## src/rtl/bd_pkg.sv

```systemverilog
// Shared types and constants for the power-of-two box downsampler.
// No dependencies; every other file of the block refers to it by scoped names.
package bd_pkg;

    // Channel and accumulator geometry
    localparam int CHANS  = 4;
    localparam int CH_W   = 8;
    localparam int SUM_W  = 28;

    // Configuration port geometry
    localparam int CFG_IDX_W  = 2;
    localparam int CFG_DATA_W = 4;

    // Register reset values
    localparam logic [3:0] RST_LOG2_SRC_W   = 4'd8;
    localparam logic [3:0] RST_LOG2_SRC_H   = 4'd8;
    localparam logic [2:0] RST_LOG2_MAX_DIM = 3'd6;

    // Parameter defaults
    localparam int DEF_MAX_SRC_LOG2 = 10;
    localparam int DEF_MAX_OUT_LOG2 = 6;

    // Output queue geometry
    localparam int OQ_DEPTH = 4;
    localparam int OQ_PTR_W = 2;
    localparam int OQ_CNT_W = 3;

    // Register indexes
    typedef enum logic [CFG_IDX_W-1:0] {
        REG_LOG2_SRC_W   = 2'd0,
        REG_LOG2_SRC_H   = 2'd1,
        REG_LOG2_MAX_DIM = 2'd2
    } cfg_reg_t;

    typedef logic [CHANS-1:0][CH_W-1:0]  pix_t;
    typedef logic [CHANS-1:0][SUM_W-1:0] sums_t;

    // Geometry derived from the registers
    typedef struct packed {
        logic [3:0] sw;     // saturated log2 source width
        logic [3:0] sh;     // saturated log2 source height
        logic [3:0] kx;     // log2 box width
        logic [3:0] ky;     // log2 box height
        logic [4:0] shamt;  // kx + ky
    } geom_t;

    // Per-pixel box position flags
    typedef struct packed {
        logic first;  // first pixel of its box
        logic done;   // bottom-right pixel of its box
        logic last;   // last pixel of the image
    } tag_t;

    // One result beat
    typedef struct packed {
        pix_t mean;
        logic last;
    } res_t;

endpackage

```

## src/rtl/bd_cfg.sv

```systemverilog
// Configuration registers and derived box geometry.
// Depends on bd_pkg.
module bd_cfg #(
    parameter int MAX_SRC_LOG2 = bd_pkg::DEF_MAX_SRC_LOG2,
    parameter int MAX_OUT_LOG2 = bd_pkg::DEF_MAX_OUT_LOG2
) (
    input  logic                          clk,
    input  logic                          rst_n,
    input  logic                          wr_en,
    input  logic [bd_pkg::CFG_IDX_W-1:0]  wr_index,
    input  logic [bd_pkg::CFG_DATA_W-1:0] wr_data,
    output bd_pkg::geom_t                 geom
);

    logic [3:0] log2_src_w_reg;
    logic [3:0] log2_src_h_reg;
    logic [2:0] log2_max_dim_reg;
    logic [3:0] sw, sh, cap, lw, lh;

    // Register writes
    always_ff @(posedge clk or negedge rst_n)
    begin
        if (!rst_n)
        begin
            log2_src_w_reg   <= bd_pkg::RST_LOG2_SRC_W;
            log2_src_h_reg   <= bd_pkg::RST_LOG2_SRC_H;
            log2_max_dim_reg <= bd_pkg::RST_LOG2_MAX_DIM;
        end
        else if (wr_en)
        begin
            unique case (wr_index)
                bd_pkg::REG_LOG2_SRC_W:   log2_src_w_reg   <= wr_data[3:0];
                bd_pkg::REG_LOG2_SRC_H:   log2_src_h_reg   <= wr_data[3:0];
                bd_pkg::REG_LOG2_MAX_DIM: log2_max_dim_reg <= wr_data[2:0];
                default:                  ;  // unmapped index: restart only
            endcase
        end
    end

    // Saturate, then split each axis into output size and box size
    always_comb
    begin
        sw  = (log2_src_w_reg > 4'(MAX_SRC_LOG2)) ? 4'(MAX_SRC_LOG2) : log2_src_w_reg;
        sh  = (log2_src_h_reg > 4'(MAX_SRC_LOG2)) ? 4'(MAX_SRC_LOG2) : log2_src_h_reg;
        cap = ({1'b0, log2_max_dim_reg} > 4'(MAX_OUT_LOG2)) ? 4'(MAX_OUT_LOG2)
                                                            : {1'b0, log2_max_dim_reg};
        lw  = (sw < cap) ? sw : cap;
        lh  = (sh < cap) ? sh : cap;
        geom.sw    = sw;
        geom.sh    = sh;
        geom.kx    = sw - lw;
        geom.ky    = sh - lh;
        geom.shamt = 5'(sw - lw) + 5'(sh - lh);
    end

endmodule

```

## config.mk

```make
export PLATFORM = sky130hd
export DESIGN_NAME = bd_cfg
export DESIGN_NICKNAME = d
export VERILOG_FILES = /design/src/rtl/bd_pkg.sv /design/src/rtl/bd_cfg.sv
export SDC_FILE = /design/constraint.sdc
export NUM_CORES = 1
export LEC_CHECK = 0
export BUFFER_PORTS_ARGS = -buffer_cell sky130_fd_sc_hd__buf_4
export CORE_UTILIZATION = 35
export CTS_CLUSTER_SIZE = 24
export DETAILED_ROUTE_END_ITERATION = 6
export GPL_TIMING_DRIVEN = 0
export PLACE_DENSITY = 0.66
export SETUP_SLACK_MARGIN = 0.4
export SLEW_MARGIN = 20
export SYNTH_ARGS = -nofsm -noshare
export SYNTH_HDL_FRONTEND = slang
export SYNTH_SLANG_ARGS = --single-unit
export TNS_END_PERCENT = 100
```

## constraint.sdc

```tcl
create_clock -name clk -period 7 [get_ports clk]
set_input_delay 1.4 -clock clk [delete_from_list [all_inputs] [get_ports clk]]
set_output_delay 1.4 -clock clk [all_outputs]
set_load 0.05 [all_outputs]
```

## Word-level counts from Yosys, hierarchy flattened

Index checks and enable logic that the tools add are counted.

- Order comparisons: 5
- Reduce and logical (&&, ||, !) cells: 4
- Equal/unequal tests: 2
- Add/sub/neg operators: 5
- Mux-type cells: 5

Operators by type and width:

| cell | number |
|---|---|
| 2-to-1 mux 4 bit | 4 |
| subtractor 4 x 4 -> 5 bit | 2 |
| greater-than comparator 4 bit, second input constant | 2 |
| less-than comparator 4 x 3 -> 1 bit | 2 |
| subtractor 4 bit | 2 |
| AND reduction 2 bit | 3 |
| adder 5 bit | 1 |
| greater-than comparator 3 bit, second input constant | 1 |
| 2-to-1 mux 3 bit | 1 |
| == test 2 x 1 -> 1 bit, second input constant | 1 |
| == test 2 bit, second input constant | 1 |
| logical NOT 2 bit | 1 |

- Word-level logic and storage cells: 24
- Flip-flop bits (word level): 11
- Input port bits: 9

## Longest topological paths before layout

- Word-level depth: 6
- Gate-level depth with buffers: 14
- Depth with buffers taken out: 14

## Worst setup path after synthesis

No wires, ideal clock.

- Path type: register -> output
- Start point: register log2_src_w_reg[3]
- End point: output geom[4] in the netlist's numbering
- Buffers on the path: 0
- Cell stages (with the launch flop): 15
- Required time: 5.600 ns
- Slack: 1.133 ns
- Arrival time: 4.467 ns
- Cells stage by stage: dfstp_2 and2b_2 ha_1 or2_1 a2111oi_4 nor3_4 mux2_4 fa_1 xnor2_1 ha_1 ha_1 fa_1 a21o_1 a21oi_1 xnor2_1

RTL lines:

| what | line | source |
|---|---|---|
| start, declared | bd_cfg.sv:15 | `logic [3:0] log2_src_w_reg;` |
| start signal, assigned | bd_cfg.sv:25 | `log2_src_w_reg <= bd_pkg::RST_LOG2_SRC_W;` |
| start signal, assigned | bd_cfg.sv:32 | `bd_pkg::REG_LOG2_SRC_W: log2_src_w_reg <= wr_data[3:0];` |
| end, declared | bd_cfg.sv:12 | `output bd_pkg::geom_t geom` |

==> summary.md <==
| Metric | Value |
|---|---|
| Run status | complete, no violations |
| Met3 Wirelength | just over 80 um |
| Top sig layer | met4 |
| Input/output buffers | 29 |
| Average wire length per cell after detail routing | between 10 and 15 um |
| Nets | 189 |
| Final count of pins violating max slew | 0 |
| Count of pins on the block boundary | 30 |
| Post-DRT Antenna Nets | 0 |
| Delay of the slowest cell on the worst path | around 0.58 ns |
| Tmin final | 6.05 ns |
| Rel. slew slack | about three fifths |
| Remaining global-route overflow | 0 |
| First-pass GRT wire length | between 4000 and 5000 um |
| Number of sinks handled by clock tree synthesis | 11 |
| Post-CTS setup buffer count | 0 |
| Final weighted congestion of routability-driven global placement | between 0.8 and 0.9 |
| Leading cell type in the layout, fill and taps excluded | sky130_fd_sc_hd__buf_4 |
| Area of combinational cells with multiple inputs | slightly above 900 um2 |
| X dimension of the die | approximately 62 um |
| Worst-case clock skew | 0 ns |
| Setup repair after global routing missed its margin | no |
| Via count of the first global-routing pass | 1040 |
| Die outline height | approximately 62 um |
| Num CTS Buffers | 3 |
| Proportion of synthesized chip area in sequential cells | between 20% and 30% |
| Clock Pin Slew Worst Setup and Hold Paths | approximately 0.07 ns |
| Largest net degree at the start of global routing | 12 |
| Number of instances in the synthesized netlist | 122 |
| Clock tree from TritonCTS | yes |
| Cell with the biggest individual delay on the critical path | sky130_fd_sc_hd__dfstp_2 |
| 1st-iter DRT viols | 22 |
| Share of post-route cells with drive strength above 1 | about 30% |
| Yosys warning count | 0 |
| Cell total after placement | about 200 |
| Post-cts repair resize count | 0 |
| Overall via count from detail_route | 951 |
| Smallest hold slack | between 0.5 and 0.6 ns |
| Share of the cycle needed by the critical path after routing | ~86% |
| Met2 routed WL | approximately 1200 um |
| Crit end category | output pin |
| Number of rows in the core area | 21 |
| Relative area change from synthesis to final layout | 23.7% |
| Filler Cells Inserted | approximately 340 |
| Detailed-route vias per instance | 4.73 |
| Global routing usage summed across all routing layers | 13.8% |
| Critical path startpoint category | flip-flop |
| Worst-Skew Late Latency | about 0.27 ns |
| Count of final setup violators | 0 |
| Count of cell types in the netlist | 32 |
| Max Buffers Root-to-Sink | 2 |
| Max capacitance violation total | 0 |
| Total routed wirelength | around 2400 um |
| Sequential standard cell area | 280 um2 |
| Cell area after technology mapping | approximately 0.0013 mm2 |
| Syn_nets | ~160 |
| Hold buffers post-CTS | 0 |
| Cell breakdown of the critical path | and2b_2, ha_1, or2_1, a2111oi_4, nor3_4, mux2_4, fa_1, xnor2_1, ha_1, ha_1, fa_1, a21o_1, a21oi_1, xnor2_1, buf_4 |
| Sum of net half-perimeters after detailed placement | between 2000 and 2500 um |
| Category of the most critical setup path | reg2out |
| Worst endpoint required time | 5.60 ns |
| Core Util, Final | between 40% and 50% |
| Maximum clock rate | between 0.15 and 0.2 GHz |
| Final hold violations | 0 |
| Library cell appearing most often on the critical path | sky130_fd_sc_hd__ha_1 |
| Filler-free cell count of the finished design | about 200 |
| DRC viols | 0 |
| Worst Path Max Fanout | 7 |
| DRT Pass-1 Iters | 3 |
| Tightest Pin Transition | 0.618 ns |
| Routed met1 length | ~1100 um |
| Total negative slack | 0 ns |
| Initial cell density of the core | between 30% and 40% |
| Buffer type at the clock tree root | sky130_fd_sc_hd__clkbuf_4 |
| Diode insertion count for antenna repair | 0 |
| Antenna violations before repair | 0 |
| Flop and latch count out of synthesis | 11 |
| Core Area | about 0.0034 mm2 |
| Number of levels in the clock H-tree | 1 |
| Overall die area | 0.00390 mm2 |
| Crit path DAT | 4.65 ns |
| Classification of the worst-slack hold path | reg2reg |
| Highest-count cells in the layout ignoring fill and taps | 29 x sky130_fd_sc_hd__buf_4, 21 x sky130_fd_sc_hd__inv_1, 16 x sky130_fd_sc_hd__ha_1 |
| Synthesized area per cell | around 10 um2 |
==> cells in the mapped netlist <==
| library cell | instances | area share [%] |
|---|---|---|
| sky130_fd_sc_hd__xnor2_1 | 7 | 4.8 |
| sky130_fd_sc_hd__o21ai_0 | 1 | 0.39 |
| sky130_fd_sc_hd__a21oi_1 | 6 | 2.3 |
| sky130_fd_sc_hd__mux2_1 | 11 | 9.7 |
| sky130_fd_sc_hd__xor2_1 | 2 | 1.4 |
| sky130_fd_sc_hd__or3b_1 | 1 | 0.68 |
| sky130_fd_sc_hd__or2_1 | 1 | 0.49 |
| sky130_fd_sc_hd__fa_1 | 8 | 13 |
| sky130_fd_sc_hd__nand2b_1 | 1 | 0.49 |
| sky130_fd_sc_hd__mux2_4 | 1 | 1.2 |
| sky130_fd_sc_hd__nor3b_1 | 1 | 0.59 |
| sky130_fd_sc_hd__ha_1 | 16 | 16 |
| sky130_fd_sc_hd__o22ai_1 | 1 | 0.49 |
| sky130_fd_sc_hd__nand3b_1 | 2 | 1.2 |
| sky130_fd_sc_hd__a21bo_2 | 1 | 0.78 |
| sky130_fd_sc_hd__clkbuf_1 | 2 | 0.59 |
| sky130_fd_sc_hd__conb_1 | 1 | 0.29 |
| sky130_fd_sc_hd__a211oi_2 | 1 | 0.98 |
| sky130_fd_sc_hd__nand2_1 | 4 | 1.2 |
| sky130_fd_sc_hd__o21ai_2 | 1 | 0.68 |
| sky130_fd_sc_hd__o21ai_1 | 2 | 0.78 |
| sky130_fd_sc_hd__mux2i_1 | 8 | 6.3 |
| sky130_fd_sc_hd__dfstp_2 | 4 | 8.2 |
| sky130_fd_sc_hd__inv_1 | 21 | 6.2 |
| sky130_fd_sc_hd__inv_2 | 1 | 0.29 |
| sky130_fd_sc_hd__a2111oi_4 | 1 | 2.2 |
| sky130_fd_sc_hd__and2b_2 | 1 | 0.68 |
| sky130_fd_sc_hd__dfrtp_1 | 7 | 14 |
| sky130_fd_sc_hd__a211oi_1 | 1 | 0.59 |
| sky130_fd_sc_hd__a21o_1 | 5 | 2.9 |
| sky130_fd_sc_hd__nor3_4 | 1 | 1.3 |
| sky130_fd_sc_hd__a21oi_2 | 1 | 0.68 |
==> kinds of logic after synthesis <==
kind of cell / Yosys count / share of synthesized area [%]
adder cells (fa/ha/maj): 24 / 28.2
buffers and inverters: 24 / 7.04
AO/OA/AOI/OAI: 21 / 12.8
multiplexers: 20 / 17.1
AND/OR/NAND/NOR: 12 / 6.55
flip-flops: 11 / 21.9
XOR/XNOR: 9 / 6.16
other: 1 / 0.293
==> layout make-up <==
class / count / area share, %
Clock buffer: 3 / 1.42
Timing Repair Buffer: 29 / 13.8
Tap cell: 46 / 3.64
Sequential cell: 11 / 17.7
Buffer: 2 / 0.474
Inverter: 22 / 5.22
Multi-Input combinational cell: 87 / 57.5
Clock inverter: 1 / 0.316
==> stage by stage <==
stage / setup WS (ns) / instance area [um2]
floorplan: 1.13 / 1280
global route: 0.646 / 1580
detailed placement: 1.21 / 1560
CTS: 0.906 / 1580
finish: 0.955 / 1580
global placement: 1.30 / 1560
==> routing by layer <==
layer / vias up / GRT usage, %
li1: 482 / -
met5: - / 0
met3: 4 / 1.64
met4: 0 / 6.40
met1: 440 / 16.6
met2: 25 / 24.5
==> path summary, 6_finish.rpt <==
kind / start / to / slack (ns) / cells after the start
worst max-delay path: log2_src_w_reg[3] / geom[4] / 0.95 / 15
worst min register to register: log2_max_dim_reg[0] / log2_max_dim_reg[0] / 0.50 / 1
worst max register to register: log2_src_w_reg[3] / log2_src_w_reg[3] / 6.09 / 2
worst min-delay path: log2_max_dim_reg[0] / log2_max_dim_reg[0] / 0.50 / 1
max in group asynchronous: rst_n / log2_src_w_reg[3] / 5.83 / 1
min in group asynchronous: rst_n / log2_src_h_reg[0] / 0.95 / 1
==> worst max-delay path: cells and delay by family, from the launching register on <==
family / cells / cell delay, ns
XOR/XNOR: 2 / 0.28
AND/OR/NAND/NOR: 3 / 0.65
buffers and inverters: 1 / 0.21
adder cells (fa/ha/maj): 5 / 1.59
AO/OA/AOI/OAI: 3 / 0.75
flip-flops: 1 / 0.58
multiplexers: 1 / 0.32
Power is not shown: default switching activity piles up to over one toggle a cycle in this logic, so the estimate is an artifact.
