$ cat src/rtl/bd_pkg.sv
// Shared types and constants for the power-of-two box downsampler.
// No dependencies; every other file of the block refers to it by scoped names.
package bd_pkg;

    // Channel and accumulator geometry
    localparam int CHANS  = 4;
    localparam int CH_W   = 8;
    localparam int SUM_W  = 28;

    // Configuration port geometry
    localparam int CFG_IDX_W  = 2;
    localparam int CFG_DATA_W = 4;

    // Register reset values
    localparam logic [3:0] RST_LOG2_SRC_W   = 4'd8;
    localparam logic [3:0] RST_LOG2_SRC_H   = 4'd8;
    localparam logic [2:0] RST_LOG2_MAX_DIM = 3'd6;

    // Parameter defaults
    localparam int DEF_MAX_SRC_LOG2 = 10;
    localparam int DEF_MAX_OUT_LOG2 = 6;

    // Output queue geometry
    localparam int OQ_DEPTH = 4;
    localparam int OQ_PTR_W = 2;
    localparam int OQ_CNT_W = 3;

    // Register indexes
    typedef enum logic [CFG_IDX_W-1:0] {
        REG_LOG2_SRC_W   = 2'd0,
        REG_LOG2_SRC_H   = 2'd1,
        REG_LOG2_MAX_DIM = 2'd2
    } cfg_reg_t;

    typedef logic [CHANS-1:0][CH_W-1:0]  pix_t;
    typedef logic [CHANS-1:0][SUM_W-1:0] sums_t;

    // Geometry derived from the registers
    typedef struct packed {
        logic [3:0] sw;     // saturated log2 source width
        logic [3:0] sh;     // saturated log2 source height
        logic [3:0] kx;     // log2 box width
        logic [3:0] ky;     // log2 box height
        logic [4:0] shamt;  // kx + ky
    } geom_t;

    // Per-pixel box position flags
    typedef struct packed {
        logic first;  // first pixel of its box
        logic done;   // bottom-right pixel of its box
        logic last;   // last pixel of the image
    } tag_t;

    // One result beat
    typedef struct packed {
        pix_t mean;
        logic last;
    } res_t;

endpackage

$ cat src/rtl/bd_ofifo.sv
// Four-beat output queue that decouples the result port from the pipeline.
// Depends on bd_pkg.
module bd_ofifo (
    input  logic         clk,
    input  logic         rst_n,
    input  logic         push,
    input  bd_pkg::res_t push_data,
    input  logic         pending,
    output logic         space_ok,
    output logic         out_valid,
    input  logic         out_ready,
    output bd_pkg::res_t out_data
);

    bd_pkg::res_t                q_mem [bd_pkg::OQ_DEPTH];
    logic [bd_pkg::OQ_PTR_W-1:0] wr_ptr_reg, rd_ptr_reg;
    logic [bd_pkg::OQ_CNT_W-1:0] cnt_reg, cnt_next;
    logic                        pop;

    assign out_valid = (cnt_reg != '0);
    assign out_data  = q_mem[rd_ptr_reg];
    assign pop       = out_valid && out_ready;

    // Room for one more pixel counting the beat about to be pushed
    assign space_ok = (cnt_reg + bd_pkg::OQ_CNT_W'(pending))
                      < bd_pkg::OQ_CNT_W'(bd_pkg::OQ_DEPTH);

    always_comb
    begin
        cnt_next = cnt_reg + bd_pkg::OQ_CNT_W'(push) - bd_pkg::OQ_CNT_W'(pop);
    end

    // Queue storage
    always_ff @(posedge clk)
    begin
        if (push)
            q_mem[wr_ptr_reg] <= push_data;
    end

    // Pointers and fill count
    always_ff @(posedge clk or negedge rst_n)
    begin
        if (!rst_n)
        begin
            wr_ptr_reg <= '0;
            rd_ptr_reg <= '0;
            cnt_reg    <= '0;
        end
        else
        begin
            if (push)
                wr_ptr_reg <= wr_ptr_reg + bd_pkg::OQ_PTR_W'(1);
            if (pop)
                rd_ptr_reg <= rd_ptr_reg + bd_pkg::OQ_PTR_W'(1);
            cnt_reg <= cnt_next;
        end
    end

    a_cnt_bound: assert property (@(posedge clk) disable iff (!rst_n)
        cnt_reg <= bd_pkg::OQ_CNT_W'(bd_pkg::OQ_DEPTH))
        else $error("output queue count out of range");

    a_no_overflow: assert property (@(posedge clk) disable iff (!rst_n)
        push && !pop |-> cnt_reg < bd_pkg::OQ_CNT_W'(bd_pkg::OQ_DEPTH))
        else $error("push into full output queue");

    a_pop_count: assert property (@(posedge clk) disable iff (!rst_n)
        pop && !push |=> cnt_reg == $past(cnt_reg) - bd_pkg::OQ_CNT_W'(1))
        else $error("output queue count lost a pop");

endmodule

$ cat config.mk
export PLATFORM = sky130hd
export DESIGN_NAME = bd_ofifo
export DESIGN_NICKNAME = d
export VERILOG_FILES = /design/src/rtl/bd_pkg.sv /design/src/rtl/bd_ofifo.sv
export SDC_FILE = /design/constraint.sdc
export NUM_CORES = 1
export LEC_CHECK = 0
export BUFFER_PORTS_ARGS = -buffer_cell sky130_fd_sc_hd__buf_2
export CAP_MARGIN = 20
export CELL_PAD_IN_SITES_DETAIL_PLACEMENT = 0
export CELL_PAD_IN_SITES_GLOBAL_PLACEMENT = 1
export CORE_UTILIZATION = 50
export CTS_CLUSTER_DIAMETER = 100
export DETAILED_ROUTE_END_ITERATION = 7
export GPL_TIMING_DRIVEN = 0
export PLACE_DENSITY_LB_ADDON = 0.1
export SYNTH_ARGS = -nofsm -noshare
export SYNTH_HDL_FRONTEND = slang
export SYNTH_SLANG_ARGS = --single-unit
$ cat constraint.sdc
create_clock -name clk -period 2.3 [get_ports clk]
set_clock_uncertainty 0.05 [all_clocks]
set_input_delay 0.115 -clock clk [delete_from_list [all_inputs] [get_ports clk]]
set_output_delay 0.115 -clock clk [all_outputs]
set_load 0.01 [all_outputs]
# == Word-level counts from Yosys, hierarchy flattened ==
# Memories as Yosys holds them, arrays and structs flattened.
# Cells that the tools add are included.
# word_totals
latchBits,0
n_memories,1
ramBits,132
register_bits,7
wordCells,14
romBits,0
# mem_list
name,words,width,rd,rd_clocked_by_memory_dff,write_ports,line,source
q_mem,4,33,1,0,1,bd_ofifo.sv:15,bd_pkg::res_t q_mem [bd_pkg::OQ_DEPTH];
# classes
shift,0
order_cmp,1
muxes,2
n_mul,0
n_reduce_logical,2
addsub,5
n_eq_ne,0
div,0
n_bitwise,0
# op_table
op,n
3-bit by 1-bit adder with 3-bit output,2
"2-bit by 1-bit adder with 2-bit output, second input constant",2
"3-bit less-than comparator, second input constant",1
3-bit nonzero test,1
3-bit by 1-bit subtractor with 3-bit output,1
1-bit 2-to-1 mux,2
1-bit logical AND,1

# == Depth between registers and ports, before layout ==
# Gate-level depths: netlist of the first run.
# depth
depth_word,3
ltp_mapped,8
ltp_nobuf,8

# == Least setup slack after synthesis of the first run ==
# OpenSTA, ideal clock, no wires.
# synth_timing
kind,register to register
from,register cnt_reg[1] (netlist name)
to,register cnt_reg[2] (netlist name)
arrival_ns,1.838
synth_period_minus_slack_ns,2.013
setup_ns,0.125
n_path_buf,0
slack_ns,0.287
stages_incl_launch_ff,9
path_cell_list,dfrtp_1 o31a_1 ha_1 inv_1 ha_1 inv_1 fa_1 xnor2_1 xnor2_1
# synth_between
elab_chain_cells,3
# synth_rtl
element,line,source
"start, declared",bd_ofifo.sv:17,"logic [bd_pkg::OQ_CNT_W-1:0] cnt_reg, cnt_next;"
"start signal, assigned",bd_ofifo.sv:55,cnt_reg <= cnt_next;
3-bit nonzero test,bd_ofifo.sv:20,assign out_valid = (cnt_reg != '0);
1-bit logical AND,bd_ofifo.sv:22,assign pop = out_valid && out_ready;
named net pop,bd_ofifo.sv:18,logic pop;
3-bit by 1-bit subtractor with 3-bit output,bd_ofifo.sv:30,cnt_next = cnt_reg + bd_pkg::OQ_CNT_W'(push) - bd_pkg::OQ_CNT_W'(pop);
named net cnt_next (one bit),bd_ofifo.sv:17,
# The timed path passes the listed nets, and every way through them passes these cells.
# A chain may end at the register's enable or synchronous reset.

# == Worst setup path after layout of the first run ==
# Ends and elaborated chain as after synthesis.

==> results of run 1 <==
-- cell usage in the layout, fill, tap and decap left out, drive strengths merged --
cell / count
clkinv: 5
o31a: 1
xnor2: 3
dfrtp: 7
edfxtp: 132
dlygate4sd3: 37
buf: 84
clkbuf: 18
inv: 6
ha: 6
o311ai: 1
nand3: 1
xor2: 3
nand2: 1
o21ai: 1
bufinv: 5
and2: 4
mux4: 33
fa: 1
clkinvlp: 4
or3: 1
-- kinds of logic (layout without fill, tap and decap cells) --
family | after synthesis | count (layout)
adders and majority gates | 7 | 7
AOI/OAI and AO/OA | 3 | 3
buffers and inverters | 14 | 159
and+or+nand+nor | 7 | 7
xor gates and xnor gates | 6 | 6
DFF | 139 | 139
muxes | 33 | 33
-- final cells by class --
class,count,area (um^2),share of cell area [%]
clock buffers,18,418,6.12
well taps,133,166,2.44
flip-flops and latches,139,4140,60.6
clock inverters,14,201,2.95
multi-input cells,56,977,14.3
plain buffers,8,91.3,1.34
repair buffers,113,811,11.9
inverters,6,22.5,0.330
-- metrics by stage --
step	setup WS (ns)	area, um^2
floorplan	0.287	5230
global placement	-0.255	5750
detailed placement	0.147	5840
CTS	0.126	6830
global route	0.0274	6830
finish	0.131	6830
-- path summary, 6_finish.rpt --
kind | from | end
min | push_data[29] | q_mem[3][29]
min reg2reg | wr_ptr_reg[0] | wr_ptr_reg[0]
min in group asynchronous | rst_n | cnt_reg[2]
max | cnt_reg[1] | cnt_reg[2]
max in group asynchronous | rst_n | cnt_reg[1]
max reg2reg | cnt_reg[1] | cnt_reg[2]
-- power groups by stage --
stage / clock [uW] / combinational (uW) / sequential [uW]
CTS: 2860 / 2530 / 3480
global placement: 0 / 2380 / 3530
finish: 2810 / 2480 / 3470
floorplan: 0 / 1640 / 3490
global route: 2960 / 2690 / 3520
detailed placement: 0 / 2480 / 3530
-- metal layers --
layer,vias to the layer above,part of all wire [%],track usage [%]
li1,1149,-,-
met1,1258,43,22.5
met2,47,52,30.2
met3,6,3.2,5.26
met4,0,1.0,5.51
met5,-,0,0
-- critical path: stages (launching register included) --
cell and delay, ns:
dfrtp_2 0.46, o31a_1 0.33, ha_1 0.28, inv_1 0.05, ha_1 0.14, inv_1 0.07, fa_1 0.38, xnor2_1 0.19
xnor2_1 0.14
-- timing repair --
item                                    in CTS  in global routing
resized for setup                            0                  1
hold buffers                                37                  0
endpoints found under the hold margin      144                  0
endpoints found under the setup margin       0                  1
==> results.yml, run 1 <==
die:
  initial_core_util_pct: 52.5
  die_x_um: 104
  die_y_um: 104
  die_area_um2: 10900
  rows: 36
  core_area_um2: 9950
  io_pins: 73
layout:
  final_nets: 386
  drive_gt1_share_pct: 41.0
  utilization_pct: 68.6
  instances_no_fill: 487
  area_growth_pct: 30.7
  diodes: 0
  n_fill_cell: 656
  largest_reg_flops: 132
routing:
  drt_iter0_drc: 90
  firstDrtPassIters: 4
  num_vias: 2460
  vias_per_cell: 5.05
  drc_errors: 0
  ant_nets: 0
  wirelength_um: 8790
  wl_per_cell_um: 18.1
pwr:
  seq_power_share_pct: 39.7
  clkPwrFrac_pct: 32.1
  ir_drop_v: 0.000791
  p_leak_uw: 0.00246
  switching_share_pct: 26.6
  finalPower_uw: 8760
  combPwrFrac_pct: 28.3
  intPower_uw: 6430
  p_switching_uw: 2330
  powerDensity_nw_per_um2: 1280
grt:
  grt.total_usage_pct: 17.9
  grt_pass1_vias: 2685
  antenna_found_initial: 0
  grt_pass1_wl_um: 14200
  grt_max_degree: 33
  overflow: 0
timing:
  slew_headroom_pct: 74.6
  drv_slew: 0
  setup_viol: 0
  fin_hold_ws_ns: 0.305
  setup-tns-final_ns: 0
  worst_pin_slew_ns: 0.377
  min_period_over_period_pct: 94.3
  finalHoldViolCount: 0
  clock.fmax_mhz: 461
  min_period_ns: 2.17
  rsz0062_at_grt: "false"
synth:
  postSynthCellCount: 209
  yosys-top-cells-count: "132 x edfxtp_1, 28 x mux4_2, 7 x dfrtp_1"
  synth_xor_xnor_area_share_pct: 1.01
  avgSynthCellArea_um2: 25.0
  synthAdderAreaFrac_pct: 1.82
  async_reset_ff_share_pct: 5.04
  synthSimpleGateAreaFrac_pct: 0.766
  yosysWarnings: 0
  synth-compound-area-share_pct: 0.431
  synth_top_area_cell: "edfxtp_1"
  synth_area_um2: 5230
  synth_area_leaders: "edfxtp_1 76%, mux4_2 12%, dfrtp_1 3.4%, mux4_1 2.5%, ha_1 1.4%"
  synth_cell_types: 19
  seq_area_frac_synth_pct: 79.2
  yosys_most_used_dff: "edfxtp_1"
  synth_edf_count: 132
  synth_mux_area_share_pct: 14.6
  synthDominantCellAreaShare_pct: 75.9
  synth_fp_nets: 254
  synth_top_family_by_area: "multiplexers"
  yosysMostFrequentCell: "edfxtp_1"
  ys_seq_elements: 139
place:
  dpl.hpwl_um: 5190
  port_buffers: 72
  globalplace.congestion: 0.673
  placed_cells: 418
flow_run:
  cap_violations: 0
critical_path:
  critPathKind: "register to register"
  r2r_slack_ns: 0.13
  cp.required_ns: 2.68
  end_kind: "register"
  cp.arrival_ns: 2.55
  reg2regPathDepth: 8
  critPathLaunchType: "register"
  path_max_fanout: 6
min_path:
  hold_path_class: "input pin to register"
  hold_depth: 2
cts:
  cts_setup_buffers: 0
  cts_tree: "built"
  clockRootBuffer: "clkbuf_8"
  cts_max_path_buffers: 2
  clkTransAtPathRegs_ns: 0.06
  cts_buffers: 17
  worstSkewPairLatency_ns: 0.50
  htreeDepth: 4
  clock_sinks: 139
outcome:
  outcome: "finished, final reports clean"
(Power assumes the default switching activity.)
==> run 2: changes to the inputs <==
CTS_CLUSTER_SIZE = 8   (was unset)
PLACE_DENSITY_LB_ADDON = 0.2   (was 0.1)
==> results.yml, run 2 (same netlist as run 1, synthesis figures left out) <==
critical_path:
  cp.arrival_ns: 2.53
  end_kind: "register"
  critPathLaunchType: "register"
  crit_path_max_incr_delay_ns: 0.46
  path_max_fanout: 6
  critPathKind: "register to register"
  cp_slowest_cell: "dfrtp_1"
  cp.required_ns: 2.69
  crit_cells: 8
  path_cells: "o31a_1 > ha_1 > inv_1 > ha_1 > inv_1 > fa_1 > xnor2_1 > xnor2_1"
  path_buf_inv: 2
  crit_family: "adder cells"
  reg2regPathDepth: 8
timing:
  slew_headroom_pct: 39.3
  clock.fmax_mhz: 466
  min_period_over_period_pct: 93.2
  rsz0062_at_grt: "false"
  worst_pin_slew_ns: 0.911
  setup-tns-final_ns: 0
  drv_slew: 0
  min_period_ns: 2.14
  setup_viol: 0
  finalHoldViolCount: 0
pwr:
  p_leak_uw: 0.00242
  switching_share_pct: 26.8
  seq_power_share_pct: 40.6
  clkPwrFrac_pct: 31.1
  combPwrFrac_pct: 28.2
  powerDensity_nw_per_um2: 1270
  intPower_uw: 6280
  p_switching_uw: 2300
  ir_drop_v: 0.000663
routing:
  firstDrtPassIters: 4
  vias_per_cell: 5.17
  num_vias: 2497
  drc_errors: 0
  ant_nets: 0
  drt_iter0_drc: 116
  wl_per_cell_um: 18.5
  wirelength_um: 8920
grt:
  grt_max_degree: 34
  grt_pass1_vias: 2659
  grt.total_usage_pct: 18.0
  grt_pass1_wl_um: 14200
  overflow: 0
  antenna_found_initial: 0
min_path:
  hold_path_class: "input pin to register"
  hold_depth: 2
layout:
  drive_gt1_share_pct: 39.4
  area_growth_pct: 28.7
  final_cell_mix: "132 x edfxtp_1, 76 x buf_2, 37 x dlygate4sd3_1"
  utilization_pct: 67.6
  final_nets: 383
  final_common_cell: "edfxtp_1"
  diodes: 0
  largest_reg_flops: 132
cts:
  clkTransAtPathRegs_ns: 0.06
  cts_buffers: 17
  cts_hold_buffers: 37
  cts_setup_buffers: 0
  htreeDepth: 4
  cts_resized: 0
  clockRootBuffer: "clkbuf_8"
  worstSkewPairLatency_ns: 0.51
  clock_sinks: 139
  cts_tree: "built"
  cts_max_path_buffers: 2
place:
  dpl.hpwl_um: 5140
  port_buffers: 72
  globalplace.congestion: 0.642
die:
  initial_core_util_pct: 52.5
  die_area_um2: 10900
  io_pins: 73
  rows: 36
  die_x_um: 104
  core_area_um2: 9950
  die_y_um: 104
outcome:
  outcome: "finished, final reports clean"
flow_run:
  cap_violations: 0
-- run 2: cell types whose count changed in the layout (fill, tap and decap cells not counted), sizes merged --
cell      before  now
bufinv         5    4
clkinvlp       4    1
clkinv         5    4
buf           84   81
clkbuf        18   22
-- run 2: per-stage QoR --
step | setup WS (ns) | instances | total power [uW] | hold WS, ns | area (um^2)
4_1_cts | 0.138 | 483 | 8690 | 0.282 | 6730
3_5_place_dp | 0.160 | 415 | 5970 | -0.0966 | 5780
6_report | 0.156 | 483 | 8570 | 0.301 | 6730
3_3_place_gp | -0.215 | 414 | 5900 | -0.0916 | 5750
2_1_floorplan | 0.287 | 209 | 5120 | -0.231 | 5230
5_1_grt | 0.0314 | 483 | 8970 | 0.306 | 6730
-- run 2: worst paths after layout --
kind                            slack (ns)           from             to
worst max-delay path                  0.16     cnt_reg[1]     cnt_reg[2]
worst min-delay path                  0.30  push_data[31]   q_mem[1][31]
min in group asynchronous             0.49          rst_n     cnt_reg[1]
worst min register to register        0.49  wr_ptr_reg[0]  wr_ptr_reg[0]
worst max register to register        0.16     cnt_reg[1]     cnt_reg[2]
max in group asynchronous             1.48          rst_n  rd_ptr_reg[1]
-- run 2: area by class of cell --
class	count	area (um^2)
buffer	8	91.3
tap	133	166
timing repair buffer	110	751
clock inverter	9	146
fill	663	3230
sequential	139	4140
multi-input combinational	56	977
inverter	6	22.5
clock buffer	22	433
-- run 2: power by group through the flow --
stage                     registers [uW]  clock network [uW]  logic, uW
after floorplan                     3490                   0       1640
after global placement              3520                   0       2370
after detailed placement            3540                   0       2430
after CTS                           3490                2710       2490
after global routing                3530                2810       2630
final                               3480                2670       2420
-- run 2: per-layer routing --
layer | global-route usage, % | up-vias | share of wire [%]
met4 | 8.27 | 0 | 1.3
met1 | 24.1 | 1288 | 46
met3 | 3.95 | 11 | 2.8
li1 | - | 1142 | -
met5 | 0 | - | 0
met2 | 28.4 | 56 | 50
