$ cat src/rtl/bd_pkg.sv
// Shared types and constants for the power-of-two box downsampler.
// No dependencies; every other file of the block refers to it by scoped names.
package bd_pkg;

    // Channel and accumulator geometry
    localparam int CHANS  = 4;
    localparam int CH_W   = 8;
    localparam int SUM_W  = 28;

    // Configuration port geometry
    localparam int CFG_IDX_W  = 2;
    localparam int CFG_DATA_W = 4;

    // Register reset values
    localparam logic [3:0] RST_LOG2_SRC_W   = 4'd8;
    localparam logic [3:0] RST_LOG2_SRC_H   = 4'd8;
    localparam logic [2:0] RST_LOG2_MAX_DIM = 3'd6;

    // Parameter defaults
    localparam int DEF_MAX_SRC_LOG2 = 10;
    localparam int DEF_MAX_OUT_LOG2 = 6;

    // Output queue geometry
    localparam int OQ_DEPTH = 4;
    localparam int OQ_PTR_W = 2;
    localparam int OQ_CNT_W = 3;

    // Register indexes
    typedef enum logic [CFG_IDX_W-1:0] {
        REG_LOG2_SRC_W   = 2'd0,
        REG_LOG2_SRC_H   = 2'd1,
        REG_LOG2_MAX_DIM = 2'd2
    } cfg_reg_t;

    typedef logic [CHANS-1:0][CH_W-1:0]  pix_t;
    typedef logic [CHANS-1:0][SUM_W-1:0] sums_t;

    // Geometry derived from the registers
    typedef struct packed {
        logic [3:0] sw;     // saturated log2 source width
        logic [3:0] sh;     // saturated log2 source height
        logic [3:0] kx;     // log2 box width
        logic [3:0] ky;     // log2 box height
        logic [4:0] shamt;  // kx + ky
    } geom_t;

    // Per-pixel box position flags
    typedef struct packed {
        logic first;  // first pixel of its box
        logic done;   // bottom-right pixel of its box
        logic last;   // last pixel of the image
    } tag_t;

    // One result beat
    typedef struct packed {
        pix_t mean;
        logic last;
    } res_t;

endpackage

$ cat src/rtl/bd_addr.sv
// Source position counters and per-pixel column address and box flags.
// Depends on bd_pkg.
module bd_addr #(
    parameter int MAX_SRC_LOG2 = bd_pkg::DEF_MAX_SRC_LOG2,
    parameter int MAX_OUT_LOG2 = bd_pkg::DEF_MAX_OUT_LOG2,
    localparam int OX_W = (MAX_OUT_LOG2 > 0) ? MAX_OUT_LOG2 : 1
) (
    input  logic            clk,
    input  logic            rst_n,
    input  logic            restart,
    input  logic            advance,
    input  bd_pkg::geom_t   geom,
    output logic [OX_W-1:0] ox,
    output bd_pkg::tag_t    tag
);

    localparam int SRC_W = MAX_SRC_LOG2;
    localparam int EXT_W = (SRC_W > OX_W) ? SRC_W : OX_W;

    logic [SRC_W-1:0] col_reg, row_reg, col_next, row_next;
    logic [SRC_W-1:0] col, row, wmask, hmask, bxmask, bymask, col_sh;
    logic [EXT_W-1:0] col_ext;
    logic [SRC_W:0]   one_w;

    // Axis and box masks
    always_comb
    begin
        one_w   = (SRC_W + 1)'(1);
        wmask   = SRC_W'((one_w << geom.sw) - one_w);
        hmask   = SRC_W'((one_w << geom.sh) - one_w);
        bxmask  = SRC_W'((one_w << geom.kx) - one_w);
        bymask  = SRC_W'((one_w << geom.ky) - one_w);
        col     = col_reg & wmask;
        row     = row_reg & hmask;
        col_sh  = col >> geom.kx;
        col_ext = EXT_W'(col_sh);
    end

    // Column address and flags of the pixel at the head of the stream
    assign ox = (MAX_OUT_LOG2 == 0) ? '0 : col_ext[OX_W-1:0];
    assign tag.first = ((col & bxmask) == '0) && ((row & bymask) == '0);
    assign tag.done  = ((col & bxmask) == bxmask) && ((row & bymask) == bymask);
    assign tag.last  = (col == wmask) && (row == hmask);

    // Raster advance with wrap at end of line and end of image
    always_comb
    begin
        if (col == wmask)
        begin
            col_next = '0;
            row_next = (row == hmask) ? '0 : row + SRC_W'(1);
        end
        else
        begin
            col_next = col + SRC_W'(1);
            row_next = row;
        end
    end

    always_ff @(posedge clk or negedge rst_n)
    begin
        if (!rst_n)
        begin
            col_reg <= '0;
            row_reg <= '0;
        end
        else if (restart)
        begin
            col_reg <= '0;
            row_reg <= '0;
        end
        else if (advance)
        begin
            col_reg <= col_next;
            row_reg <= row_next;
        end
    end

    // After the image's final pixel the position is back at the origin
    a_wrap_origin: assert property (@(posedge clk) disable iff (!rst_n)
        advance && tag.last |=> col_reg == '0 && row_reg == '0)
        else $error("position did not wrap after last pixel");

endmodule

$ cat config.mk
export PLATFORM = sky130hd
export DESIGN_NAME = bd_addr
export DESIGN_NICKNAME = d
export VERILOG_FILES = /design/src/rtl/bd_pkg.sv /design/src/rtl/bd_addr.sv
export SDC_FILE = /design/constraint.sdc
export NUM_CORES = 1
export LEC_CHECK = 0
export ABC_AREA = 1
export BUFFER_PORTS_ARGS = -buffer_cell sky130_fd_sc_hd__buf_2
export CORE_MARGIN = 10
export CORE_UTILIZATION = 50
export DETAILED_ROUTE_END_ITERATION = 10
export PLACE_DENSITY = 0.75
export SLEW_MARGIN = 15
export SYNTH_ARGS = -nofsm -noshare
export SYNTH_HDL_FRONTEND = slang
export SYNTH_SLANG_ARGS = --single-unit
$ cat constraint.sdc
create_clock -name clk -period 1.85 [get_ports clk]
set_input_delay 0.185 -clock clk [delete_from_list [all_inputs] [get_ports clk]]
set_output_delay 0.185 -clock clk [all_outputs]
set_load 0.02 [all_outputs]
* Yosys cells after proc, flatten, opt, wreduce, memory -nomap -nowiden
Cells that the tools add are included.
** Storage, ports and cells
- Bits of input ports :: 25
- Output and inout bits :: 9
- Register bits :: 20
- Word-level logic and storage cells :: 34
** Cells by class
- Eq/ne operators :: 4
- Reduce and logical (&&, ||, !) cells :: 6
- Bitwise operators :: 4
- Multiplexer cells :: 7
- $add $sub $neg :: 6
- Shifts and indexed selects :: 5
** Operators with widths (count)
- two-way mux 10 bit :: 7
- bitwise AND 10 bit :: 4
- equality test 10 bit :: 4
- << shifter 1 x 4 -> 10 bit, first input constant :: 4
- subtractor 10 x 1 -> 10 bit, second input constant :: 4
- adder 10 x 1 -> 10 bit, second input constant :: 2
- zero test 10 bit :: 2
- right shift 10 x 4 -> 6 bit :: 1
- logical AND 1 bit :: 3
- nonzero test 2 bit :: 1

* Depth between registers and ports, before layout
Gate-level depths: netlist of the first run.
- Depth in word-level cells :: 8
- Mapped depth :: 15
- Mapped depth without buffers :: 14

* Worst setup path before layout of the first run
No wires, ideal clock.
- Path kind :: in2out
- From :: input geom[11] (netlist bit)
- To :: output tag[2] (netlist bit)
- Cell stages on the path :: 12
- Path buffers :: 1
- Data required time :: 1.665 ns
- Arrival :: 2.115 ns
- Slack :: -0.450 ns
- Path through :: buf_2 -> nor2_2 -> inv_1 -> nor2_1 -> inv_1 -> ha_1 -> nand2_1 -> nor2_1 -> xor2_1 -> o22ai_1 -> or2_1 -> nor3_1
** RTL lines
- start: declaration :: RTL line bd_addr.sv:12 : input bd_pkg::geom_t geom,
- end: declaration :: RTL line bd_addr.sv:14 : output bd_pkg::tag_t tag

* Worst setup path in the final report of the first run
- From :: input geom[19] (netlist bit)
- To :: register row_reg[9]
** Between the ends
- Word-level cells in the longest chain between the ends :: 7
** Ends and longest elaborated chain
- << shifter 1 x 4 -> 10 bit (*) :: RTL line bd_addr.sv:29 : wmask = SRC_W'((one_w << geom.sw) - one_w);
- subtractor 10 x 1 -> 10 bit (*) :: RTL line bd_addr.sv:29
- bitwise AND 10 bit :: RTL line bd_addr.sv:33 : col = col_reg & wmask;
- equality test 10 bit (*) :: RTL line bd_addr.sv:48 : if (col == wmask)
- two-way mux 10 bit (*) :: RTL line bd_addr.sv:48
- two-way mux 10 bit (*) :: RTL line bd_addr.sv:72 : else if (advance)
- two-way mux 10 bit (*) :: RTL line bd_addr.sv:67 : else if (restart)
- end signal: assignment :: RTL line bd_addr.sv:75 : row_reg <= row_next;
- end: declaration :: RTL line bd_addr.sv:20 : logic [SRC_W-1:0] col_reg, row_reg, col_next, row_next;
Mark *: on every way between the ends. The rest lies on a longest branch, timed or not. The select of a mux whose other input is x is not followed.
A chain may end at the register's enable or synchronous reset.

==> results of run 1 <==
==> per-stage QoR <==
step | setup slack [ns] | hold WS, ns | util, % | std cells | cell area (sq um)
global placement | -0.2535 | 0.1563 | 70.07 | 631 | 3533
CTS | -0.2027 | 0.3212 | 76.01 | 645 | 3832
global route | -0.3458 | 0.3981 | 82.73 | 655 | 4172
detailed placement | -0.2977 | 0.1578 | 70.07 | 631 | 3533
floorplan | -0.09592 | -0.1106 | - | 452 | 2686
finish | -0.2579 | 0.3810 | 82.73 | 655 | 4172
==> cell type report <==
cell class                 count  area (sq um)
timing repair buffer         134          1085
tap                           70         87.58
clock buffer                   4         55.05
multi-input combinational    356          2165
fill                         319         870.8
sequential                    20         500.5
inverter                      71         279.0
==> worst min path at each step <==
stage / startpoint / slack (ns) / end
floorplan: rst_n / -0.11 / col_reg[0]
global placement: rst_n / 0.16 / col_reg[7]
detailed placement: rst_n / 0.16 / col_reg[7]
CTS: restart / 0.32 / row_reg[1]
global route: advance / 0.40 / row_reg[3]
finish: advance / 0.38 / row_reg[3]
==> cells by family (layout without fill, tap and decap cells) <==
family / Yosys count / in the layout / synth area share (%)
xor+xnor: 10 / 10 / 3.412
compound gates: 67 / 68 / 15.06
simple gates: 272 / 272 / 47.47
flops: 20 / 20 / 19.49
fa+ha+maj: 6 / 6 / 2.924
buf+inv: 77 / 209 / 11.65
==> worst reg2reg max path: stages (launching register included) <==
cell and delay, ns:
dfrtp_1 0.39, nor2_1 0.07, nor2_1 0.13, nand3_1 0.09, nor2_2 0.11, nand3_2 0.15, nor2_8 0.18, buf_6 0.15
buf_6 0.12, nand4_1 0.12, nand2_1 0.13, nand2_1 0.08, o21ai_1 0.08
==> cell usage in the layout (no fill, tap or decap), types with 2 or more instances in the layout <==
cell type,count
ha_4,3
xnor2_1,3
nand3b_1,2
dfrtp_1,20
ha_1,2
o21ai_1,19
buf_4,97
nand3_1,44
nor3_1,5
inv_6,2
buf_2,15
nand2_1,110
nand3_2,10
nor2_4,11
nand4_1,16
nand2_2,16
inv_2,6
o21ai_0,9
buf_12,2
a21oi_2,3
clkbuf_8,4
o221ai_1,2
nand3_4,4
nor3_4,2
nor2_2,12
buf_6,17
a21oi_1,7
xor2_1,7
o211ai_1,3
or2_1,2
o21ai_2,7
nor2_1,30
o22ai_1,12
nand2_4,5
inv_1,62
==> routing by layer <==
layer  global-route usage, %  share of wire, %
met1                   26.22                42
met2                   36.26                48
met3                   2.852               6.5
met4                   5.222               2.7
met5                       0                 0
==> power by group through the flow <==
stage / clock [mW] / combinational, mW / sequential, mW
after floorplan: 0 / 0.252 / 0.451
after global placement: 0 / 0.457 / 0.451
after detailed placement: 0 / 0.466 / 0.451
after CTS: 0.330 / 0.517 / 0.443
after global routing: 0.356 / 0.632 / 0.443
final: 0.342 / 0.583 / 0.443
==> what timing repair did <==
action	CTS	global route
gates cloned	0	2
resized for setup	55	64
hold endpoints to repair	20	0
pin swaps	24	39
hold buffers	1	0
endpoints found under the setup margin	9	27
buffers inserted	9	8
==> results.md, run 1 <==
* Status: finished, violations left
* Failing checks: setup timing
* CTS clk-pin slew, worst paths at 0.08 ns
* DRC Markers at 0
* Buf/Inv on CP at 4
* Net Sw Power at 481.0 uW
* Maximum clock insertion buffer count at 2
* Area leader, netlist: dfrtp_1
* Mapped Area at 0.002567 sq mm
* Die X at 91.66 um
* Synthesized flop and latch total at 20
* Cells after synthesis at 452
* Share of the synthesized area in the top cell type at 19.49%
* Combinational Power Share at 42.6%
* Total GRT Usage at 20.80%
* CTS tree: built
* Antenna Nets Post-Route at 0
* Slew Limit Fails at 0
* Die Footprint at 0.008402 sq mm
* Drt via density at 5.635
* Ranking of synthesized cells by area: dfrtp_1 (19%), nand2_1 (18%), nand3_1 (11%)
* Critical R2R Launch: col_reg[7]
* DR iter-0 viols at 314
* Leak at 2.163 nW
* Crit path capture: row_reg[9]
* Layout Nets at 617
* Port Buffers at 28
* Top Family by Delay on Critical Path: simple AND/OR/NAND/NOR gates
* Switching part of the total power at 35.16%
* Sequential cell area fraction in the yosys report at 19.49%
* Final hold vios at 0
* Synth Warn # at 0
* Crit path launch type: input pin
* # H-tree levels at 1
* Most frequent cell after synthesis: nand2_1
* Internal Dissipation at 886.9 uW
* Final setup fails at 28
* Commonest cells post-synth: nand2_1 (126), inv_1 (68), nand3_1 (56), nor2_1 (49), o21ai_0 (22)
* Root Driver: clkbuf_8
* Core box area at 0.005042 sq mm
* Min cycle time layout at 2.108 ns
* Crit Path Class: in -> reg
* Worst r2r dst: row_reg[9]
* Tightest Pin Transition at 0.5778 ns
* Hold Path Class: in -> reg
* Crit-path slowest cell: ha_4
* Via count at 3691
* Clock Power Share at 25.0%
* Max Clock Freq at 474.4 MHz
* Reg2reg setup slack at -0.01 ns
* Diodes inserted at 0
* Worst hold stages at 5
* DRT Pass-1 Iters at 5
* Worst setup margin at -0.2579 ns
* Final setup TNS at -2.926 ns
* Clk sink count at 20
* CP Capture Type: register
* Rows at 26
* CTS Buf Count at 3
* Reg2Reg Depth at 12
* Syn_nets at 483
* Number of max-cap violations at 0
* Worst skew pair latency at 0.26 ns
* PwrDens at 327.9 mW/mm^2
* Crit path cell chain: buf_8 -> nor2_4 -> nand3_2 -> ha_4 -> buf_4 -> nor2_2 -> nor2_1 -> nand3_1 -> nor2_2 -> nand3_2 -> nor2_8 -> buf_6 -> buf_6 -> nand4_1 -> nand2_1 -> nand2_1 -> o21ai_1
* Initial core utilization at 50.92%
* Critical Path Stages at 17
* I/O pin cnt at 34
* Share of layout cells above drive strength 1 at 38.97%
* VDD IR max at 250.8 uV
* Drt wl/cell at 15.35 um
* Area grow syn2layout at 62.48%
* CP peak stage delay at 0.30 ns
* Synth cell types at 32
* GRT overflow at 0
* First-pass GRT wire length at 15120 um
* Initial antenna violation count at 0
* Routability congestion estimate from global placement at 0.9253
* EDFF count, synth at 0
* HPWL after DPL at 6991 um
* Drt total wl at 10060 um
* Clock skew at 0.009619 ns
* Async SR Flop Fraction at 100.0%
* Critical path data arrival time at 2.31 ns
* Final Cycle Share at 113.9%
* Seq pwr share at 32.4%
* Chip height at 91.66 um
* Dominant synthesized flop cell: dfrtp_1
* Max_slew headroom at 61.34%
* Largest net degree at the start of global routing at 21
* RSZ-0062 raised after global routing: yes
* Worst EP required at 2.05 ns
* Worst setup path startpoint: geom[19]
* Final Power at 1.368 mW
* Mapped Avg Cell Area at 5.680 sq um
* Via count of the first global-routing pass at 3271
* CP Max Fanout at 4
Power figures use the tool's default switching activity.
==> run 2, diff against run 1 <==
--- a/config.mk
+++ b/config.mk
@@ -7,10 +7,11 @@
 export LEC_CHECK = 0
 export ABC_AREA = 1
 export BUFFER_PORTS_ARGS = -buffer_cell sky130_fd_sc_hd__buf_2
+export CORE_ASPECT_RATIO = 1.1
 export CORE_MARGIN = 10
-export CORE_UTILIZATION = 50
+export CORE_UTILIZATION = 53
 export DETAILED_ROUTE_END_ITERATION = 10
-export PLACE_DENSITY = 0.75
+export PLACE_DENSITY = 0.79
 export SLEW_MARGIN = 15
 export SYNTH_ARGS = -nofsm -noshare
 export SYNTH_HDL_FRONTEND = slang
==> run 2 against run 1 <==
Highest routed layer unchanged. Non-clock buffer count is 1 lower. The flow still finishes with violations (setup timing). Global-route usage is 2.1 points higher. Cell count is 2.3% lower. Clock power is 36% higher. Maximum frequency is 2.5% lower. Critical path type is now in -> out. Via count is 15% higher. Setup slack worse by 0.055 ns. Sequential share of layout area is 0.16 points lower. Clock skew is 0.0031 ns lower.
==> results.md, run 2 (synthesis gave the netlist of run 1 again) <==
* Status: finished, violations left
* Failing checks: setup timing
* CTS tree: built
* Chip height at 93.00 um
* Non-filler cells, final at 640
* HPWL after DPL at 7034 um
* Placed cell count at 616
* Antenna Nets Post-Route at 0
* Max_slew headroom at 38.00%
* Internal Dissipation at 999.5 uW
* Clock Power Share at 30.1%
* Number of max-cap violations at 0
* Via count at 4248
* RSZ-0062 raised after global routing: yes
* Critical path data arrival time at 1.98 ns
* Seq pwr share at 28.7%
* Crit path launch type: input pin
* Share of layout cells above drive strength 1 at 41.95%
* CP Capture Type: output port
* GRT overflow at 0
* Clock skew at 0.006545 ns
* First-pass GRT wire length at 15630 um
* DRT Pass-1 Iters at 7
* Worst hold stages at 5
* Max Clock Freq at 462.4 MHz
* Final Cycle Share at 116.9%
* Port Buffers at 28
* Layout Nets at 616
* Largest net degree at the start of global routing at 21
* Critical R2R Launch: row_reg[7]
* I/O pin cnt at 34
* Final setup fails at 21
* DRC Markers at 0
* VDD IR max at 316.8 uV
* Fillers at 205
* Maximum clock insertion buffer count at 2
* Rows at 26
* Drt wl/cell at 20.45 um
* CP Max Fanout at 6
* Drt total wl at 13090 um
* Via count of the first global-routing pass at 3463
* CTS clk-pin slew, worst paths at 0.09 ns
* Worst EP required at 1.66 ns
* Diodes inserted at 0
* Die X at 86.36 um
* Routability congestion estimate from global placement at 0.9958
* Initial antenna violation count at 0
* Core box area at 0.004684 sq mm
* Switching part of the total power at 35.28%
* Worst slack at placement at -0.3245 ns
* Net Sw Power at 544.8 uW
* DR iter-0 viols at 669
* CTS Buf Count at 3
* Die Footprint at 0.008031 sq mm
* Min cycle time layout at 2.163 ns
* Reg2reg setup slack at -0.11 ns
* Root Driver: clkbuf_8
* Hold wc startpoint: advance
* Leak at 2.194 nW
* Worst setup margin at -0.3127 ns
* Tightest Pin Transition at 0.9266 ns
* Final hold vios at 0
* Most common library cell in the layout ignoring fill and taps: nand2_1
* Initial core utilization at 54.81%
* Worst skew pair latency at 0.28 ns
* Worst setup path startpoint: geom[16]
* Combinational Power Share at 41.1%
* Slew Limit Fails at 0
* Clk sink count at 20
* Area grow syn2layout at 64.67%
* Total GRT Usage at 22.90%
* Hold Path Class: in -> reg
* Final Power at 1.544 mW
* Reg2Reg Depth at 11
* Drt via density at 6.638
* Crit Path Class: in -> out
* PwrDens at 365.3 mW/mm^2
* # H-tree levels at 1
* Most frequent cells in the layout: nand2_1 (105), buf_4 (98), inv_1 (58), nand3_1 (40), nor2_1 (32)
* Final setup TNS at -2.476 ns
[run 2: metrics by stage]
step                util [%]  hold slack (ns)  cell area, sq um
floorplan                  -          -0.1106              2686
global placement       74.63           0.1422              3496
detailed placement     74.63           0.1465              3496
CTS                    81.44           0.3150              3815
global route           90.25           0.3850              4228
finish                 90.25           0.3774              4228
[run 2: area by class of cell]
cell class / instances / area [sq um] / area share (%)
Timing Repair Buffer: 133 / 1066 / 25.21
Inverter: 71 / 276.5 / 6.540
Clock inverter: 1 / 30.03 / 0.7103
Sequential cell: 20 / 500.5 / 11.84
Tap cell: 56 / 70.07 / 1.657
Clock buffer: 3 / 41.29 / 0.9766
Multi-Input combinational cell: 356 / 2243 / 53.06
[run 2: timing repair]
| action | in CTS | in global routing |
|---|---|---|
| endpoints found under the hold margin | 20 | 0 |
| cloned | 0 | 2 |
| hold buffers | 1 | 0 |
| pin swaps | 27 | 38 |
| gates resized for setup | 59 | 90 |
| setup buffers | 7 | 11 |
| setup endpoints to repair | 10 | 29 |
[run 2: power groups by stage]
stage	Sequential [mW]	Clock (mW)	Combinational, mW
4_1_cts	0.444	0.437	0.514
3_3_place_gp	0.451	0	0.451
2_1_floorplan	0.451	0	0.252
5_1_grt	0.444	0.468	0.672
6_report	0.444	0.465	0.635
3_5_place_dp	0.451	0	0.460
[run 2: per-layer routing]
metal  up-vias  wire, um  track usage (%)
li1       1755         -                -
met1      1866      4282            28.05
met2       460      5845            40.39
met3       167      1689            2.257
met4         0      1274            7.838
met5         -         0                0
[run 2: final timing paths]
path	endpoint
setup / recovery	tag[1]
hold / removal	row_reg[5]
setup reg to reg	row_reg[2]
hold reg to reg	col_reg[9]
max in group asynchronous	col_reg[2]
min in group asynchronous	col_reg[0]
[run 2: critical path: stages]
cell and delay, ns:
buf_8 0.10, nor2_4 0.16, nand3_2 0.12, ha_4 0.20, inv_1 0.09, nand4_1 0.11, nand2_1 0.15, nand2_1 0.16
inv_1 0.13, o22ai_1 0.08, nor2_1 0.13, nand2_1 0.10, nor2_4 0.12, buf_6 0.12
==> run 3, diff against run 2 <==
--- a/config.mk
+++ b/config.mk
@@ -12,6 +12,7 @@
 export CORE_UTILIZATION = 53
 export DETAILED_ROUTE_END_ITERATION = 10
 export PLACE_DENSITY = 0.79
+export RECOVER_POWER = 25
 export SLEW_MARGIN = 15
 export SYNTH_ARGS = -nofsm -noshare
 export SYNTH_HDL_FRONTEND = slang
==> run 3 against run 2 <==
The run still ends with setup timing left. Setup slack gained 0.019 ns. Wire length shrank 0.34%. Maximum frequency grew 0.87%. Cell count is the same. Count of clock-buffer cells in the layout is the same. Non-clock buffer count is the same. Critical endpoint unchanged. Largest power group unchanged.
==> results.md, run 3 (synthesis gave the netlist of run 1 again) <==
* Status: finished, violations left
* Failing checks: setup timing
* Leak at 2.192 nW
* Max Clock Freq at 466.4 MHz
* CTS tree: built
* Max layer used: met4
* VDD IR max at 310.3 uV
* Most frequent cells in the layout: nand2_1 (105), buf_4 (98), inv_1 (58), nand3_1 (40), nor2_1 (32)
* GRT overflow at 0
* Core box area at 0.004684 sq mm
* Max_slew headroom at 20.56%
* Placed cell count at 616
* Layout Nets at 616
* I/O pin cnt at 34
* Worst EP required at 1.66 ns
* Diodes inserted at 0
* CP peak stage delay at 0.25 ns
* Drt via density at 6.609
* Min cycle time layout at 2.144 ns
* Share of layout cells above drive strength 1 at 41.78%
* Worst setup margin at -0.2941 ns
* Final setup fails at 21
* First-pass GRT wire length at 15630 um
* Area grow syn2layout at 64.62%
* Hold Path Class: in -> reg
* Final hold vios at 0
* Worst slack at placement at -0.3245 ns
* Tightest Pin Transition at 1.192 ns
* Crit Path Class: in -> out
* DRT Pass-1 Iters at 6
* Total GRT Usage at 22.90%
* Largest net degree at the start of global routing at 21
* Die Footprint at 0.008031 sq mm
* Non-filler cells, final at 640
* Die X at 86.36 um
* Most common library cell in the layout ignoring fill and taps: nand2_1
* Crit-path slowest cell: ha_4
* # H-tree levels at 1
* Drt total wl at 13050 um
* DRC Markers at 0
* Worst skew pair latency at 0.27 ns
* Final Cycle Share at 115.9%
* Via count of the first global-routing pass at 3463
* Critical path data arrival time at 1.96 ns
* Slew Limit Fails at 0
* HPWL after DPL at 7034 um
* Crit path cell chain: buf_8 -> nor2_4 -> nand3_2 -> ha_4 -> nor2_4 -> o22ai_1 -> a21oi_1 -> o21ai_1 -> nor2_1 -> nand3_1 -> nor2_1 -> nand2_1 -> nor2_4 -> buf_6
* WL met3 at 1662 um
* Port Buffers at 28
* Drt wl/cell at 20.38 um
* Crit-path most repeated cell: nor2_4
* Met2 wire length at 5840 um
* Clock skew at 0.006516 ns
* Buf/Inv on CP at 2
* PwrDens at 363.6 mW/mm^2
* M1 WL at 4369 um
* Clk sink count at 20
* Crit path launch type: input pin
* Antenna Nets Post-Route at 0
* Number of max-cap violations at 0
* CP Max Fanout at 3
* Initial antenna violation count at 0
* Root Driver: clkbuf_8
* Final setup TNS at -2.405 ns
* CTS clk-pin slew, worst paths at 0.08 ns
* Maximum clock insertion buffer count at 2
* Initial core utilization at 54.81%
* RSZ-0062 raised after global routing: yes
* CP Capture Type: output port
* Chip height at 93.00 um
* CTS Buf Count at 3
* DR iter-0 viols at 642
* Rows at 26
* Top Family by Delay on Critical Path: simple AND/OR/NAND/NOR gates
* Via count at 4230
* Routability congestion estimate from global placement at 0.9958
==> run 3: cell types whose count changed in the layout (fill, tap and decap cells not counted), sizes merged <==
cell,delta
clkbuf,+1
buf,-1
==> run 3: repair_timing <==
action                                  4_1_cts  5_1_grt
pin swaps                                    27       38
setup buffers                                 7       11
hold buffers                                  1        0
cloned                                        0        2
gates resized for setup                      59       90
endpoints found under the setup margin       10       29
hold endpoints to repair                     20        0
==> run 3: metal layers <==
metal / track usage [%] / vias up
met2: 40.39 / 426
met4: 7.838 / 0
met3: 2.257 / 147
li1: - / 1755
met5: 0 / -
met1: 28.05 / 1902
==> run 3: path summary, 6_finish.rpt <==
kind,startpoint,to,slack [ns],depth (start not counted)
worst min-delay path,advance,row_reg[8],0.38,5
worst min register to register,col_reg[9],col_reg[9],0.53,2
min in group asynchronous,rst_n,row_reg[1],0.68,2
worst max register to register,row_reg[7],row_reg[2],-0.11,11
max in group asynchronous,rst_n,col_reg[2],0.47,2
worst max-delay path,geom[16],tag[1],-0.29,14
==> run 3: final cells by class <==
class | instances | area [sq um]
sequential | 20 | 500.5
multi-input combinational | 356 | 2243
clock inverter | 1 | 30.03
fill | 206 | 457.9
timing repair buffer | 133 | 1065
inverter | 71 | 276.5
tap | 56 | 70.07
clock buffer | 3 | 41.29
==> run 3: worst min-delay path, delay by kind of cell <==
kind	cells	cell delay, ns
buffers and inverters	2	0.27
and+or+nand+nor	3	0.17
==> run 3: power by group <==
part / internal, mW / switching [mW] / total (mW)
clock network: 0.290 / 0.168 / 0.457
registers: 0.440 / 0.00359 / 0.444
logic: 0.269 / 0.366 / 0.635
total: 0.999 / 0.538 / 1.54
==> run 3: through the flow <==
step	power, mW	hold WS [ns]	utilization, %	cell area [sq um]
after floorplan	0.7026	-0.1106	-	2686
after global placement	0.9017	0.1422	74.63	3496
after detailed placement	0.9117	0.1465	74.63	3496
after CTS	1.395	0.3150	81.44	3815
after global routing	1.583	0.3850	90.22	4227
final	1.537	0.3828	90.22	4227
